==> src/hdl/dteq_pkg.sv <==
`timescale 1ns / 1ps

package dteq_pkg;

  // operation selector carried in the input item
  typedef enum logic [1:0] {
    FN_SPAWN   = 2'd0,
    FN_DELAY   = 2'd1,
    FN_ADVANCE = 2'd2,
    FN_FINISH  = 2'd3
  } fn_t;

  // result status codes
  typedef enum logic [2:0] {
    RS_DONE       = 3'd0,
    RS_DISPATCHED = 3'd1,
    RS_EMPTY      = 3'd2,
    RS_FULL       = 3'd3,
    RS_NO_CURRENT = 3'd4
  } status_t;

  // what the cell row does in one cycle
  typedef enum logic [2:0] {
    CO_IDLE   = 3'd0,
    CO_PUSH   = 3'd1,
    CO_POP    = 3'd2,
    CO_CLEAR  = 3'd3,
    CO_SCAN   = 3'd4,
    CO_INSERT = 3'd5
  } cell_op_t;

  typedef struct packed {
    cell_op_t op;
    logic     inject;
  } cell_cmd_t;

  typedef enum logic {
    S_IDLE = 1'b0,
    S_SCAN = 1'b1
  } ctrl_state_t;

  localparam int unsigned TICK_BITS = 32;
  localparam int unsigned TIME_BITS = 64;
  localparam int unsigned PID_BITS  = 8;

endpackage

==> src/hdl/dteq_cell.sv <==
`timescale 1ns / 1ps

module dteq_cell #(
  parameter int unsigned ID_BITS = 8
) (
  input  logic                       clk,
  input  logic                       rst_n,
  input  dteq_pkg::cell_cmd_t        cmd,
  input  logic [ID_BITS-1:0]         new_id,
  input  logic [ID_BITS-1:0]         left_id,
  input  logic [dteq_pkg::TICK_BITS-1:0] left_dlt,
  input  logic                       left_vld,
  input  logic                       left_tok,
  input  logic [dteq_pkg::TICK_BITS-1:0] left_rem,
  input  logic [ID_BITS-1:0]         right_id,
  input  logic [dteq_pkg::TICK_BITS-1:0] right_dlt,
  input  logic                       right_vld,
  output logic [ID_BITS-1:0]         id_o,
  output logic [dteq_pkg::TICK_BITS-1:0] dlt_o,
  output logic                       vld_o,
  output logic                       tok_o,
  output logic [dteq_pkg::TICK_BITS-1:0] rem_o,
  output logic                       ins_o
);
  import dteq_pkg::*;

  logic [ID_BITS-1:0]   id_r, id_nxt;
  logic [TICK_BITS-1:0] dlt_r, dlt_nxt;
  logic [TICK_BITS-1:0] rem_r, rem_nxt;
  logic                 vld_r, vld_nxt;
  logic                 tok_r, tok_nxt;
  logic                 ins_r, ins_nxt;
  logic                 pass_r, pass_nxt;
  logic                 stop;

  // the walk stops here when this slot is free or its delta exceeds the remainder
  assign stop  = !vld_r || (dlt_r > rem_r);
  assign id_o  = id_r;
  assign vld_o = vld_r;
  assign ins_o = ins_r;
  assign tok_o = tok_r && !stop;
  assign rem_o = rem_r - dlt_r;
  // entry pushed behind an insert gives up the remainder from its delta
  assign dlt_o = ins_r ? (dlt_r - rem_r) : dlt_r;

  // next value of the cell
  always_comb begin
    id_nxt   = id_r;
    dlt_nxt  = dlt_r;
    rem_nxt  = rem_r;
    vld_nxt  = vld_r;
    tok_nxt  = 1'b0;
    ins_nxt  = 1'b0;
    pass_nxt = 1'b0;
    unique case (cmd.op)
      CO_IDLE: begin
      end
      CO_PUSH: begin
        id_nxt  = left_id;
        dlt_nxt = left_dlt;
        vld_nxt = left_vld;
      end
      CO_POP: begin
        id_nxt  = right_id;
        dlt_nxt = right_dlt;
        vld_nxt = right_vld;
      end
      CO_CLEAR: begin
        vld_nxt = 1'b0;
      end
      CO_SCAN: begin
        ins_nxt  = ins_r;
        pass_nxt = pass_r;
        if (tok_r) begin
          if (stop) begin
            ins_nxt = 1'b1;
          end else begin
            pass_nxt = 1'b1;
          end
        end else if (left_tok) begin
          tok_nxt = 1'b1;
          rem_nxt = left_rem;
        end
      end
      CO_INSERT: begin
        priority if (pass_r) begin
        end else if (ins_r) begin
          id_nxt  = new_id;
          dlt_nxt = rem_r;
          vld_nxt = 1'b1;
        end else begin
          id_nxt  = left_id;
          dlt_nxt = left_dlt;
          vld_nxt = left_vld;
        end
      end
      default: begin
      end
    endcase
  end

  // control flags
  always_ff @(posedge clk) begin
    if (!rst_n) begin
      vld_r  <= 1'b0;
      tok_r  <= 1'b0;
      ins_r  <= 1'b0;
      pass_r <= 1'b0;
    end else begin
      vld_r  <= vld_nxt;
      tok_r  <= tok_nxt;
      ins_r  <= ins_nxt;
      pass_r <= pass_nxt;
    end
  end

  // payload
  always_ff @(posedge clk) begin
    id_r  <= id_nxt;
    dlt_r <= dlt_nxt;
    rem_r <= rem_nxt;
  end

endmodule

==> config.mk <==
export PLATFORM = sky130hd
export DESIGN_NAME = dteq_cell
export DESIGN_NICKNAME = d
export VERILOG_FILES = /design/src/hdl/dteq_pkg.sv /design/src/hdl/dteq_cell.sv
export SDC_FILE = /design/constraint.sdc
export NUM_CORES = 1
export LEC_CHECK = 0
export BUFFER_PORTS_ARGS = -buffer_cell sky130_fd_sc_hd__clkbuf_2
export CORE_ASPECT_RATIO = 1.25
export CORE_MARGIN = 4
export CORE_UTILIZATION = 54
export CTS_CLUSTER_DIAMETER = 100
export DETAILED_ROUTE_END_ITERATION = 10
export GPL_TIMING_DRIVEN = 0
export PLACE_DENSITY = 0.82
export SETUP_SLACK_MARGIN = 0.05
export SLEW_MARGIN = 20
export SYNTH_ARGS = -nofsm -noshare
export SYNTH_HDL_FRONTEND = slang
export SYNTH_SLANG_ARGS = --single-unit
==> constraint.sdc <==
create_clock -name clk -period 3.6 [get_ports clk]
set_input_delay 0.72 -clock clk [delete_from_list [all_inputs] [get_ports clk]]
set_output_delay 0.72 -clock clk [all_outputs]
set_load 0.1 [all_outputs]
==> flow_summary.toml, run 1 <==
[global_routing]
globalRouteMet3Util_pct = 8.207
grt_overflow = 0
busiest_layer = "met2"
track_usage_pct = 35.58
grt_pass1_wl_um = 44550
antenna_found_initial = 0
grt_util_met2_pct = 60.17
grt_pass1_vias = 8592
grt_max_degree = 22
grtUsageMet1_pct = 43.26

[placement]
port_buffers = 202
dp_slack_ns = -0.4711
placed_area_um2 = 9193
dp.cells = 1273
post-dp-hpwl_um = 20690
place_congestion = 0.9468

[synthesis]
synth_edf_count = 72
postSynth.asyncResetShare_pct = 0
yosysMostFrequentCell = "nand2_1"
synth.top_cell.area_share_pct = 28.92
synthFlopType = "edfxtp_1"
synth.net_count = 1092
synth-warning-count = 0
yosysSeqAreaShare_pct = 29.99
synth_top_cell_by_area = "edfxtp_1"
synth-seq-cells = 76
yosys-top-cells-area = "edfxtp_1 (29%), ha_1 (11%), nand2_1 (7.1%), a22oi_1 (4.1%), inv_1 (4.0%)"
synth_cell_types = 81
ys_top_cells_by_count = "nand2_1 (141), inv_1 (79), edfxtp_1 (72), ha_1 (63), a21oi_1 (51)"
syn_area_per_cell_um2 = 8.326
synthCells = 898
synthesis.area_um2 = 7477

[cells_and_area]
n_antenna_cell = 0
stdcell_area_um2 = 11950
fillers = 613
stdcell_count = 1369
num-nets-final = 1387
synthToLayoutAreaGrowth_pct = 59.79
layout-drive-gt1-share_pct = 46.41
final_core_util_pct = 89.11

[timing]
skew_ns = 0.007758
hold_viol = 0
min_period_over_period_pct = 106.5
setup_ws_ns = -0.2353
maxSlewViolCount = 0
setup_viol = 36
rsz0062_at_grt = "true"
holdWs_ns = 0.5238
slew_headroom_pct = 35.56
tns_ns = -3.993
max_freq_mhz = 260.7
worst_pin_slew_ns = 0.9666
period_needed_ns = 3.835

[power_and_ir_drop]
cellPowerDensity_nw_per_um2 = 434.1
power_mw = 5.187
p_leak_nw = 5.313
peakVddDrop_uv = 395.5

[route]
ant_nets = 0
drc = 0
routedWlPerCell_um = 25.05
first_iter_violations = 1222
wl_um = 34290
vias = 9336
dr.pass1.iters = 8
vias_per_cell = 6.820

[clocking]
cts_root_buffer = "clkbuf_16"
path_clk_slew_ns = 0.07
cts_tree = "yes"
cts-hold-fix-buffers = 0
clk_latency_ns = 0.34
clock-sinks = 76
cts_buffer_depth = 2
htree_levels = 3
numCtsBuffers = 9

[critical_path]
slowest_delay_ns = 0.46
crit_top_cell = "o21ai_4"
cp-end-kind = "output port"
path_class = "register to output port"
crit_chain = "ha_1 > buf_6 > o211ai_1 > a21o_4 > buf_4 > a22o_2 > o21ai_4 > o21ai_4 > o311ai_4 > clkbuf_16"
arrival_ns = 3.12
required_ns = 2.88
start_kind = "register"
path_max_fanout = 10
cp_slowest_cell = "edfxtp_1"

[die]
io_pins = 204
core_um2 = 13410
die-area_um2 = 15810
rows = 47
die_w_um = 113.3
start_util_pct = 55.77
die_h_um = 139.6

[run]
drv_cap = 0

[status]
status = "finished, violations left"
violations = "setup timing"

[hold_path]
hp-class = "register to register"
-- power by group --
group	internal (mW)	total (mW)	switching, mW
Sequential	1.04	1.08	0.0447
Combinational	1.01	3.12	2.11
Clock	0.628	0.984	0.356
Total	2.67	5.19	2.51
-- metal layers --
layer | vias up | part of all wire [%]
met3 | 245 | 11
met1 | 4369 | 34
li1 | 3827 | -
met2 | 895 | 47
met5 | - | 0
met4 | 0 | 7.4
-- critical path, delay by kind of cell, from the launching register on --
kind                     cells  cell delay [ns]
flip-flops                   1             0.46
AO/OA/AOI/OAI                6             1.37
buffers and inverters        3             0.58
adder cells (fa/ha/maj)      1             0.35
-- area by class of cell --
| cell class | count | area, um2 | share of cell area (%) |
|---|---|---|---|
| multi-input cells | 686 | 6220 | 52.06 |
| clock buffers | 11 | 242.7 | 2.032 |
| flip-flops and latches | 76 | 2243 | 18.78 |
| clock inverters | 5 | 85.08 | 0.7121 |
| inverters | 83 | 315.3 | 2.639 |
| repair buffers | 289 | 2285 | 19.12 |
| well taps | 171 | 214.0 | 1.791 |
| plain buffers | 48 | 342.8 | 2.869 |
-- sequential cells by signal (all words and copies together), names as in the netlist --
signal / cells
vld_o: 1
id_o: 8
tok_r: 1
pass_r: 1
ins_o: 1
rem_r: 32
dlt_r: 32
-- cell usage in the layout (no fill, tap or decap), types with 7 or more instances in the layout --
| master | instances |
|---|---|
| clkbuf_4 | 9 |
| a22oi_1 | 40 |
| edfxtp_1 | 72 |
| nor3_1 | 10 |
| nand3_1 | 11 |
| buf_4 | 89 |
| clkbuf_16 | 23 |
| ha_4 | 8 |
| ha_1 | 49 |
| nor2_1 | 38 |
| inv_2 | 11 |
| clkbuf_1 | 18 |
| a21oi_1 | 33 |
| o21ai_1 | 7 |
| nand2_1 | 129 |
| xnor2_1 | 11 |
| xor2_1 | 8 |
| buf_8 | 10 |
| o21bai_1 | 11 |
| nand4_1 | 19 |
| nand2_2 | 7 |
| nand2b_1 | 11 |
| xnor2_2 | 16 |
| o21ai_0 | 17 |
| buf_6 | 19 |
| mux2i_1 | 8 |
| o21ai_4 | 9 |
| o21ai_2 | 21 |
| clkbuf_2 | 161 |
| a21o_1 | 18 |
| inv_1 | 70 |
| clkbuf_8 | 7 |
| buf_12 | 8 |
| a21oi_4 | 22 |
| o21a_1 | 17 |
-- timing repair --
item | in CTS | in global routing
pin swaps | 66 | 52
cloned | 0 | 0
buffers inserted | 47 | 38
resized for setup | 243 | 150
setup endpoints to repair | 50 | 50
-- cell families after synthesis --
logic type               Yosys count  share of synthesized area, %
AO/OA/AOI/OAI                    284                         27.14
multiplexers                      14                         1.874
AND/OR/NAND/NOR                  279                         17.09
flip-flops                        76                         29.99
buffers and inverters            136                         7.681
adder cells (fa/ha/maj)           65                         11.08
XOR/XNOR                          44                         5.154
-- path summary, 6_finish.rpt --
path / slack [ns] / cells after the start / from / end
setup / recovery: -0.24 / 10 / rem_r[5] / dlt_o[26]
hold / removal: 0.52 / 2 / tok_r / ins_o
setup reg to reg: 0.90 / 9 / rem_r[7] / ins_o
hold reg to reg: 0.52 / 2 / tok_r / ins_o
(Power assumes the default switching activity.)
==> run 2, diff against run 1 <==
--- a/config.mk
+++ b/config.mk
@@ -13,6 +13,7 @@
 export DETAILED_ROUTE_END_ITERATION = 10
 export GPL_TIMING_DRIVEN = 0
 export PLACE_DENSITY = 0.82
+export RECOVER_POWER = 50
 export SETUP_SLACK_MARGIN = 0.05
 export SLEW_MARGIN = 20
 export SYNTH_ARGS = -nofsm -noshare
==> run 2 against run 1 <==
  * The flow still finishes with violations (setup timing)
  * Clock-buffer cell count unchanged
  * Worst setup slack worse by 0.010 ns
  * Cell area down 0.39%
  * Sequential share of layout area up 0.063 points
  * Hold slack better by 0.0098 ns
  * Register-to-register slack about the same
  * Non-clock buffer count unchanged
  * Clock skew up 0.0016 ns
  * Flip-flop and latch count unchanged
  * Sequential power about the same
  * Maximum frequency down 0.26%
  * Critical path depth unchanged
  * Highest routed layer unchanged
==> flow_summary.toml, run 2 (synthesized netlist as in run 1, its figures left out) <==
[clocking]
cts_buffer_depth = 2
clock-sinks = 76
cts_tree = "yes"
htree_levels = 3
cts-hold-fix-buffers = 0
path_clk_slew_ns = 0.07
clk_latency_ns = 0.34
numCtsBuffers = 9
cts_root_buffer = "clkbuf_16"

[power_and_ir_drop]
comb_power_share_pct = 60.1
p_int_mw = 2.669
cellPowerDensity_nw_per_um2 = 435.5
p_leak_nw = 5.254
swShare_pct = 48.51
peakVddDrop_uv = 394.1
power_frac_seq_pct = 20.9
p_switching_mw = 2.514
power_mw = 5.183
clock_power_share_pct = 19.1

[placement]
post-dp-hpwl_um = 20690
port_buffers = 202
place_congestion = 0.9468

[timing]
max_freq_mhz = 260.1
worst_pin_slew_ns = 1.243
skew_ns = 0.009347
slew_headroom_pct = 17.11
min_period_over_period_pct = 106.8
hold_viol = 0
tns_ns = -4.183
setup_viol = 39
setup_ws_ns = -0.2452
period_needed_ns = 3.845
maxSlewViolCount = 0
rsz0062_at_grt = "true"

[critical_path]
path_class = "register to output port"
start_kind = "register"
cp-end-kind = "output port"
arrival_ns = 3.13
required_ns = 2.88
path_max_fanout = 10
r2r_slack_ns = 0.89

[global_routing]
grt_pass1_vias = 8592
antenna_found_initial = 0
grt_max_degree = 22
grt_pass1_wl_um = 44550
track_usage_pct = 35.58
grt_overflow = 0
globalRouteMet3Util_pct = 8.207
grt_util_met2_pct = 60.17
busiest_layer = "met2"
grtUsageMet1_pct = 43.26

[die]
rows = 47
io_pins = 204
die_h_um = 139.6
die_w_um = 113.3
die-area_um2 = 15810
start_util_pct = 55.77
core_um2 = 13410

[route]
wl_um = 34160
first_iter_violations = 1142
drc = 0
vias = 9246
ant_nets = 0
vias_per_cell = 6.754
routedWlPerCell_um = 24.95
dr.pass1.iters = 8

[cells_and_area]
layout_common_cells = "clkbuf_2 (145), nand2_1 (129), buf_4 (89)"
num-nets-final = 1387
synthToLayoutAreaGrowth_pct = 59.17
final_core_util_pct = 88.76
layout_commonest_cell = "clkbuf_2"
layout-drive-gt1-share_pct = 44.82
n_antenna_cell = 0
fillers = 628

[run]
drv_cap = 0

[status]
status = "finished, violations left"
violations = "setup timing"

[hold_path]
hp-class = "register to register"
## run 2: through the flow
stage	area, um2	instances	worst slack [ns]	hold slack [ns]
floorplan	7910	898	-0.6374	0.4423
global placement	9135	1271	-0.4586	0.4742
detailed placement	9193	1273	-0.4711	0.4906
CTS	11110	1331	-0.1094	0.5079
global route	11900	1369	-0.2601	0.5424
finish	11900	1369	-0.2452	0.5336
## run 2: area by class of cell
| class | instances | area [um2] | share of cell area (%) |
|---|---|---|---|
| multi-input cells | 686 | 6218 | 52.25 |
| flip-flops and latches | 76 | 2242 | 18.84 |
| repair buffers | 289 | 2242 | 18.84 |
| plain buffers | 48 | 341.6 | 2.870 |
| inverters | 83 | 315.3 | 2.649 |
| clock buffers | 11 | 242.7 | 2.040 |
| well taps | 171 | 214.0 | 1.798 |
| clock inverters | 5 | 85.08 | 0.7149 |
## run 2: routing by layer
metal / routed length, um / part of all wire [%]
met1: 11520 / 34
met2: 16190 / 47
met3: 3885 / 11
met4: 2564 / 7.5
met5: 0 / 0
## run 2: worst paths after layout
kind | start | end | depth (start not counted)
setup reg to reg | rem_r[7] | ins_o | 9
hold / removal | tok_r | ins_o | 2
hold reg to reg | tok_r | ins_o | 2
setup / recovery | rem_r[5] | dlt_o[26] | 10
## run 2: worst max-delay path, stage by stage (launching register included)
cell	delay, ns
edfxtp_1	0.45
ha_1	0.35
buf_6	0.18
o211ai_1	0.15
a21o_4	0.23
buf_4	0.14
a22o_2	0.30
o21ai_4	0.25
o21ai_4	0.13
o311ai_4	0.32
clkbuf_16	0.26
## run 2: power by group through the flow
stage / sequential [mW] / combinational [mW] / clock (mW)
after detailed placement: 1.09 / 2.30 / 0
final: 1.08 / 3.11 / 0.988
after global routing: 1.08 / 3.19 / 1.03
after global placement: 1.09 / 2.28 / 0
after CTS: 1.07 / 2.73 / 0.979
after floorplan: 1.15 / 1.82 / 0
## run 2: timing repair
action	in CTS	in global routing
endpoints found under the setup margin	50	50
gates resized for setup	243	150
buffers inserted	47	38
pin swaps	66	52
cloned	0	0
