==> config.mk <==
export PLATFORM = sky130hd
export DESIGN_NAME = dteq_ctrl
export DESIGN_NICKNAME = d
export VERILOG_FILES = /design/src/hdl/dteq_pkg.sv /design/src/hdl/dteq_ctrl.sv
export SDC_FILE = /design/constraint.sdc
export NUM_CORES = 1
export LEC_CHECK = 0
export BUFFER_PORTS_ARGS = -buffer_cell sky130_fd_sc_hd__buf_2
export CORE_ASPECT_RATIO = 1.2
export CORE_MARGIN = 1.5
export CORE_UTILIZATION = 60
export CTS_BUF_LIST = sky130_fd_sc_hd__clkbuf_2 sky130_fd_sc_hd__clkbuf_4 sky130_fd_sc_hd__clkbuf_8
export DETAILED_ROUTE_END_ITERATION = 8
export PLACE_DENSITY = 0.82
export SYNTH_ARGS = -nofsm -noshare
export SYNTH_HDL_FRONTEND = slang
export SYNTH_SLANG_ARGS = --single-unit
==> constraint.sdc <==
create_clock -name clk -period 9.85 [get_ports clk]
set_input_delay 2.4625 -clock clk [delete_from_list [all_inputs] [get_ports clk]]
set_output_delay 2.4625 -clock clk [all_outputs]
set_load 0.05 [all_outputs]
==> src/hdl/dteq_pkg.sv <==
`timescale 1ns / 1ps

package dteq_pkg;

  // operation selector carried in the input item
  typedef enum logic [1:0] {
    FN_SPAWN   = 2'd0,
    FN_DELAY   = 2'd1,
    FN_ADVANCE = 2'd2,
    FN_FINISH  = 2'd3
  } fn_t;

  // result status codes
  typedef enum logic [2:0] {
    RS_DONE       = 3'd0,
    RS_DISPATCHED = 3'd1,
    RS_EMPTY      = 3'd2,
    RS_FULL       = 3'd3,
    RS_NO_CURRENT = 3'd4
  } status_t;

  // what the cell row does in one cycle
  typedef enum logic [2:0] {
    CO_IDLE   = 3'd0,
    CO_PUSH   = 3'd1,
    CO_POP    = 3'd2,
    CO_CLEAR  = 3'd3,
    CO_SCAN   = 3'd4,
    CO_INSERT = 3'd5
  } cell_op_t;

  typedef struct packed {
    cell_op_t op;
    logic     inject;
  } cell_cmd_t;

  typedef enum logic {
    S_IDLE = 1'b0,
    S_SCAN = 1'b1
  } ctrl_state_t;

  localparam int unsigned TICK_BITS = 32;
  localparam int unsigned TIME_BITS = 64;
  localparam int unsigned PID_BITS  = 8;

endpackage

==> src/hdl/dteq_ctrl.sv <==
`timescale 1ns / 1ps

module dteq_ctrl #(
  parameter int unsigned QUEUE_DEPTH = 16,
  parameter int unsigned ID_BITS     = 8
) (
  input  logic                        clk,
  input  logic                        rst_n,
  input  logic                        acc,
  input  dteq_pkg::fn_t               func,
  output logic                        busy,
  input  logic [ID_BITS-1:0]          head_id,
  input  logic [dteq_pkg::TICK_BITS-1:0] head_dlt,
  input  logic                        found,
  output dteq_pkg::cell_cmd_t         cmd,
  output logic [ID_BITS-1:0]          cur_id,
  output logic                        out_tvalid,
  input  logic                        out_tready,
  output dteq_pkg::status_t           out_status,
  output logic [dteq_pkg::PID_BITS-1:0]  out_disp,
  output logic [dteq_pkg::TIME_BITS-1:0] out_now
);
  import dteq_pkg::*;

  localparam int unsigned CNT_W = $clog2(QUEUE_DEPTH + 1);

  ctrl_state_t          state_r, state_nxt;
  logic [CNT_W-1:0]     cnt_r, cnt_nxt;
  logic [TIME_BITS-1:0] time_r, time_nxt;
  logic [ID_BITS-1:0]   cur_id_r, cur_id_nxt;
  logic                 cur_vld_r, cur_vld_nxt;
  logic                 pend_vld_r;
  status_t              pend_st_r;
  logic [PID_BITS-1:0]  pend_disp_r;
  logic [TIME_BITS-1:0] pend_now_r;
  logic                 out_vld_r;
  status_t              out_st_r;
  logic [PID_BITS-1:0]  out_disp_r;
  logic [TIME_BITS-1:0] out_now_r;
  logic                 res_set;
  status_t              res_st;
  logic [PID_BITS-1:0]  res_disp;
  logic                 full;
  logic                 move;

  assign full   = (cnt_r == CNT_W'(QUEUE_DEPTH));
  assign busy   = (state_r != S_IDLE) || pend_vld_r;
  assign cur_id = cur_id_r;
  assign move   = pend_vld_r && (!out_vld_r || out_tready);

  assign out_tvalid = out_vld_r;
  assign out_status = out_st_r;
  assign out_disp   = out_disp_r;
  assign out_now    = out_now_r;

  // operation sequencing
  always_comb begin
    state_nxt   = state_r;
    cnt_nxt     = cnt_r;
    time_nxt    = time_r;
    cur_id_nxt  = cur_id_r;
    cur_vld_nxt = cur_vld_r;
    cmd.op      = CO_IDLE;
    cmd.inject  = 1'b0;
    res_set     = 1'b0;
    res_st      = RS_DONE;
    res_disp    = '0;
    unique case (state_r)
      S_IDLE: begin
        if (acc) begin
          res_set = 1'b1;
          unique case (func)
            FN_SPAWN: begin
              if (full) begin
                res_st = RS_FULL;
              end else begin
                cmd.op  = CO_PUSH;
                cnt_nxt = cnt_r + 1'b1;
              end
            end
            FN_DELAY: begin
              priority if (!cur_vld_r) begin
                res_st = RS_NO_CURRENT;
              end else if (full) begin
                res_st      = RS_FULL;
                cur_vld_nxt = 1'b0;
              end else begin
                res_set     = 1'b0;
                cmd.op      = CO_SCAN;
                cmd.inject  = 1'b1;
                cur_vld_nxt = 1'b0;
                state_nxt   = S_SCAN;
              end
            end
            FN_ADVANCE: begin
              if (cnt_r == '0) begin
                res_st      = RS_EMPTY;
                cur_vld_nxt = 1'b0;
              end else begin
                cmd.op      = CO_POP;
                cnt_nxt     = cnt_r - 1'b1;
                time_nxt    = time_r + TIME_BITS'(head_dlt);
                cur_id_nxt  = head_id;
                cur_vld_nxt = 1'b1;
                res_st      = RS_DISPATCHED;
                res_disp    = PID_BITS'(head_id);
              end
            end
            FN_FINISH: begin
              cmd.op  = CO_CLEAR;
              cnt_nxt = '0;
            end
            default: begin
            end
          endcase
        end
      end
      S_SCAN: begin
        if (found) begin
          cmd.op    = CO_INSERT;
          cnt_nxt   = cnt_r + 1'b1;
          res_set   = 1'b1;
          state_nxt = S_IDLE;
        end else begin
          cmd.op = CO_SCAN;
        end
      end
      default: begin
        state_nxt = S_IDLE;
      end
    endcase
  end

  // control state
  always_ff @(posedge clk) begin
    if (!rst_n) begin
      state_r    <= S_IDLE;
      cnt_r      <= '0;
      time_r     <= '0;
      cur_id_r   <= '0;
      cur_vld_r  <= 1'b0;
      pend_vld_r <= 1'b0;
      out_vld_r  <= 1'b0;
    end else begin
      state_r   <= state_nxt;
      cnt_r     <= cnt_nxt;
      time_r    <= time_nxt;
      cur_id_r  <= cur_id_nxt;
      cur_vld_r <= cur_vld_nxt;
      if (res_set) begin
        pend_vld_r <= 1'b1;
      end else if (move) begin
        pend_vld_r <= 1'b0;
      end
      if (move) begin
        out_vld_r <= 1'b1;
      end else if (out_tready) begin
        out_vld_r <= 1'b0;
      end
    end
  end

  // result payload: pending slot, then output register
  always_ff @(posedge clk) begin
    if (res_set) begin
      pend_st_r   <= res_st;
      pend_disp_r <= res_disp;
      pend_now_r  <= time_nxt;
    end
    if (move) begin
      out_st_r   <= pend_st_r;
      out_disp_r <= pend_disp_r;
      out_now_r  <= pend_now_r;
    end
  end

endmodule

==> results.toml, run 1 <==
[timing]
slew_violations = 0
finalWorstSetupSlack_ns = 3.527
tightest_slew_ns = 1.111
worst_clock_skew_ns = 0.01393
hold-worst-slack_ns = 0.4053
finalSetupViolations = 0
setup_tns_ns = 0
period_share = 0.6420
fmax_ghz = 0.1581
slew_headroom = 0.2579
rsz0062_at_grt = "no"
min_period_ns = 6.323
final_hold_viol_count = 0

[hold_path]
hold_end = "out_now[17]"
min_from = "pend_now_r[17]"
min_delay_path_depth = 0
hold_class = "register to register"

[detailed_routing]
antenna_left = 0
drc = 0
dr.first_iter.drc_count = 333
viasPerCell = 5.697
wl_per_cell_um = 15.95
totalWireLength_um = 21690
vias = 7748
dr.pass1.iters = 5

[place]
post-place-ws_ns = 3.505
hpwlAfterDp_um = 14640
finalWeightedCongestion = 0.8967
io_buffers = 135

[floorplan]
rows = 53
die_y_um = 149.8
die_w_um = 125.3
io_pins = 136
initial_core_util = 0.6132
die_area_um2 = 18780
fp.coreArea_um2 = 17570

[worst_setup_path]
crit_chain = "buf_2 -> inv_1 -> ha_1 -> o21ai_1 -> a211oi_1 -> buf_2"
r2r_start = "cnt_r[1]"
start_kind = "input pin"
regToRegEndpoint = "pend_now_r[63]"
ff2ff_path_depth = 11
reg2reg_slack_ns = 6.52
crit_type = "input pin to output port"
path_max_fanout = 11
worst_path_largest_cell_delay_ns = 0.39
arrival_ns = 3.86
cp-end-kind = "output port"
cp_slowest_cell = "ha_1"
cp_common_cell = "buf_2"
crit_required_ns = 7.39

[synth]
ys_warn_count = 0
synth_area_leader_cell = "edfxtp_1"
synth_top_area_share = 0.4180
synthesis.area_um2 = 10780
synth_area_leaders = "edfxtp_1, dfxtp_1, nand2_1"
syn_avg_cell_area_um2 = 11.00
syn-num-nets = 1066
synth_cells = 980
yosysSeqAreaShare = 0.5684
synth-edff-count = 150
synth_most_common_cell = "edfxtp_1"
ys_ff_latch = 231
synth_top_flop_cell = "edfxtp_1"
synthArstFlopShare = 0
synth.distinct_cells = 85
yosys-top-cells-count = "edfxtp_1, nand2_1, dfxtp_1"

[clock_tree]
holdBufCountCts = 0
cts_root_buffer = "clkbuf_8"
path_clk_slew_ns = 0.07
cts_buffer_depth = 3
cts_setup_buffers = 0
cts_tree = "built"
cts_buffers = 36
clock-sinks = 231
clkLatencyLatePin_ns = 0.51
htreeDepth = 2
ctsResizeCount = 0

[layout]
syn_to_final_growth_pct = 14.19
drive_above_1_share = 0.2065
nNetsFinal = 1197

[grt]
grt_use_met1 = 0.2837
grt_use_met3 = 0.03754
track_usage = 0.2300
grt_pass1_vias = 7460
busiest_layer = "met2"
overflow = 0
antenna_found_initial = 2
use_met2 = 0.4022
grt_max_degree = 81
grt_pass1_wl_um = 35070

[power_and_ir_drop]
ir_worst_vdd_mv = 0.1310
cellLeakagePower_uw = 0.005092
pwr_density_cell_nw_per_um2 = 171.1

[flow_run]
drv_cap = 0

[run_status]
status = "complete, no violations"
==> flip-flops by register name (all words and copies together) (netlist names), 5 cells and up <==
register     count
out_disp         8
pend_now_r      64
pend_disp_r      8
cnt_r            5
cur_id           8
out_now         64
time_r          64
==> area by class of cell <==
class / instances / area, µm²
Antenna cell: 2 / 5.005
Clock buffer: 54 / 655.6
Clock inverter: 11 / 85.08
Fill cell: 1291 / 5268
Inverter: 29 / 108.9
Multi-Input combinational cell: 672 / 4329
Sequential cell: 231 / 6126
Tap cell: 220 / 275.3
Timing Repair Buffer: 141 / 720.7
==> worst max-delay path, delay by kind of cell <==
family | cells | cell delay, ns
compound gates | 2 | 0.50
buf+inv | 3 | 0.49
fa+ha+maj | 1 | 0.39
==> cells in the final DEF (no fill, tap or decap), types with 5 or more instances in the layout <==
master / Yosys / layout
a21o_1: 14 / 14
a21oi_1: 74 / 74
a31oi_1: 9 / 9
and2_1: 36 / 36
and3_1: 11 / 11
buf_2: 12 / 135
buf_4: 3 / 6
clkbuf_4: 1 / 14
clkbuf_8: 0 / 40
dfxtp_1: 81 / 81
edfxtp_1: 150 / 150
ha_1: 38 / 38
inv_1: 29 / 29
mux2i_1: 17 / 17
nand2_1: 127 / 127
nand2b_1: 18 / 18
nand3_1: 26 / 26
nand4_1: 27 / 27
nor2_1: 39 / 38
nor2b_1: 7 / 6
nor3_1: 13 / 13
o211ai_1: 8 / 8
o21a_1: 8 / 8
o21ai_0: 54 / 53
or2_2: 5 / 5
or3_1: 7 / 7
xnor2_1: 28 / 28
xor2_1: 23 / 23
==> logic make-up after synthesis <==
| logic type | count (synthesis) | synth area share |
|---|---|---|
| xor+xnor | 51 | 0.04145 |
| mux | 18 | 0.01683 |
| compound gates | 226 | 0.1385 |
| simple gates | 338 | 0.1570 |
| fa+ha+maj | 39 | 0.04598 |
| buf+inv | 77 | 0.03181 |
| flops | 231 | 0.5684 |
==> power by group <==
group	leakage [µW]	switching (µW)	internal [µW]
Combinational	0.00257	153	58.0
Sequential	0.00213	13.5	1070
Clock	0.000391	351	455
Total	0.00509	518	1590
==> layer usage <==
layer / wire, µm / vias up / share of wire
met3: 983 / 33 / 0.045
met4: 474 / 0 / 0.022
met5: 0 / - / 0
met2: 10900 / 216 / 0.50
met1: 9336 / 3635 / 0.43
li1: - / 3864 / -
==> how the worst max path moves through the flow <==
| stage | startpoint | to | slack [ns] | cells after the start |
|---|---|---|---|---|
| 2_1_floorplan | func[1] | pend_disp_r[0] | 1.04 | 4 |
| 3_3_place_gp | func[0] | cmd[2] | 3.52 | 6 |
| 3_5_place_dp | func[0] | cmd[2] | 3.51 | 6 |
| 4_1_cts | func[0] | cmd[2] | 3.48 | 6 |
| 5_1_grt | func[0] | cmd[2] | 3.31 | 6 |
| 6_report | func[0] | cmd[2] | 3.53 | 6 |
==> per-stage QoR <==
stage	std cells	cell area (µm²)	total power (µW)	utilization
after floorplan	980	10780	1270	-
after global placement	1293	11560	1315	0.6578
after detailed placement	1293	11560	1319	0.6578
after CTS	1358	12300	2129	0.7000
after global routing	1360	12310	2189	0.7002
final	1360	12310	2106	0.7002
Power figures use the tool's default switching activity.
==> run 2, diff against run 1 <==
clock period = 6.2 ns   (was 9.85 ns; I/O delays follow)
==> results.toml, run 2 (synthesis gave the netlist of run 1 again) <==
[run_status]
status = "complete, no violations"

[timing]
min_period_ns = 4.475
final_hold_viol_count = 0
finalSetupViolations = 0
rsz0062_at_grt = "no"
slew_violations = 0
period_share = 0.7218
setup_tns_ns = 0
slew_headroom = 0.2434
fmax_ghz = 0.2234
tightest_slew_ns = 1.132
hold-worst-slack_ns = 0.4133
worst_clock_skew_ns = 0.02258

[layout]
mostFrequentLayoutCell = "edfxtp_1"
nNetsFinal = 1198
syn_to_final_growth_pct = 14.37
fin_cells = 1362
finalInstanceArea_um2 = 12330
drive_above_1_share = 0.2088
final_cell_mix = "edfxtp_1, buf_2, nand2_1, dfxtp_1, a21oi_1"

[worst_setup_path]
path_max_fanout = 11
cp-end-kind = "output port"
crit_start = "func[0]"
ff2ff_path_depth = 10
start_kind = "input pin"
reg2reg_slack_ns = 2.97
arrival_ns = 2.93
crit_required_ns = 4.65
crit_type = "input pin to output port"
regToRegEndpoint = "time_r[61]"
r2r_start = "cnt_r[0]"

[grt]
grt_max_degree = 77
track_usage = 0.2447
overflow = 0
antenna_found_initial = 2
grt_pass1_vias = 7707
grt_pass1_wl_um = 37020

[clock_tree]
cts_buffer_depth = 3
clock-sinks = 231
cts_tree = "built"
holdBufCountCts = 0
path_clk_slew_ns = 0.06
cts_buffers = 37
htreeDepth = 2
clkLatencyLatePin_ns = 0.53
cts_root_buffer = "clkbuf_8"
ctsResizeCount = 0
cts_setup_buffers = 0

[place]
finalWeightedCongestion = 0.8694
dpl.cell_count = 1293
io_buffers = 135
hpwlAfterDp_um = 15250
placed_cell_area_um2 = 11560

[floorplan]
io_pins = 136
die_y_um = 149.8
initial_core_util = 0.6132
rows = 53
fp.coreArea_um2 = 17570
die_area_um2 = 18780
die_w_um = 125.3

[detailed_routing]
drc = 0
dr.pass1.iters = 5
totalWireLength_um = 23070
wl_met2_um = 11550
antenna_left = 0
wl_per_cell_um = 16.94
dr_wl_met3_um = 1177
viasPerCell = 5.773
vias = 7863
dr.first_iter.drc_count = 444
top_layer = "met4"
wl_met1_um = 9639

[flow_run]
drv_cap = 0

[hold_path]
hold_class = "register to register"
min_delay_path_depth = 0
min_from = "pend_now_r[7]"
hold_end = "out_now[7]"

[power_and_ir_drop]
power_uw = 3396
cellLeakagePower_uw = 0.005101
pwr_density_cell_nw_per_um2 = 275.5
ir_worst_vdd_mv = 0.2106
[run 2: final cells by class]
| class | count | area [µm²] |
|---|---|---|
| Sequential cell | 231 | 6126 |
| Antenna cell | 2 | 5.005 |
| Clock buffer | 58 | 685.7 |
| Fill cell | 1286 | 5248 |
| Multi-Input combinational cell | 672 | 4329 |
| Clock inverter | 9 | 75.07 |
| Tap cell | 220 | 275.3 |
| Inverter | 29 | 108.9 |
| Timing Repair Buffer | 141 | 720.7 |
[run 2: worst max path at each step]
stage                                end  depth (start not counted)
after floorplan           pend_disp_r[0]                          4
after global placement            cmd[2]                          6
after detailed placement          cmd[2]                          6
after CTS                         cmd[2]                          6
after global routing              cmd[2]                          6
final                             cmd[2]                          6
[run 2: where the power goes]
| part | internal [µW] | leakage [µW] | switching (µW) |
|---|---|---|---|
| Sequential | 1710 | 0.00213 | 22.4 |
| Combinational | 92.5 | 0.00257 | 248 |
| Clock | 747 | 0.000400 | 580 |
| Total | 2550 | 0.00510 | 850 |
[run 2: layer usage]
layer | GRT usage | up-vias
met2 | 0.4352 | 229
met1 | 0.2954 | 3728
met4 | 0.1045 | 0
met5 | 0 | -
li1 | - | 3850
met3 | 0.04040 | 56
[run 2: through the flow]
stage                     worst slack, ns    util
after floorplan                    0.3472       -
after global placement              1.790  0.6578
after detailed placement            1.734  0.6578
after CTS                           1.720  0.7011
after global routing                1.580  0.7014
final                               1.725  0.7014
[run 2: critical path, stage by stage]
cell,delay (ns)
buf_2,0.11
inv_1,0.08
ha_1,0.40
o21ai_1,0.21
a211oi_1,0.26
buf_2,0.30
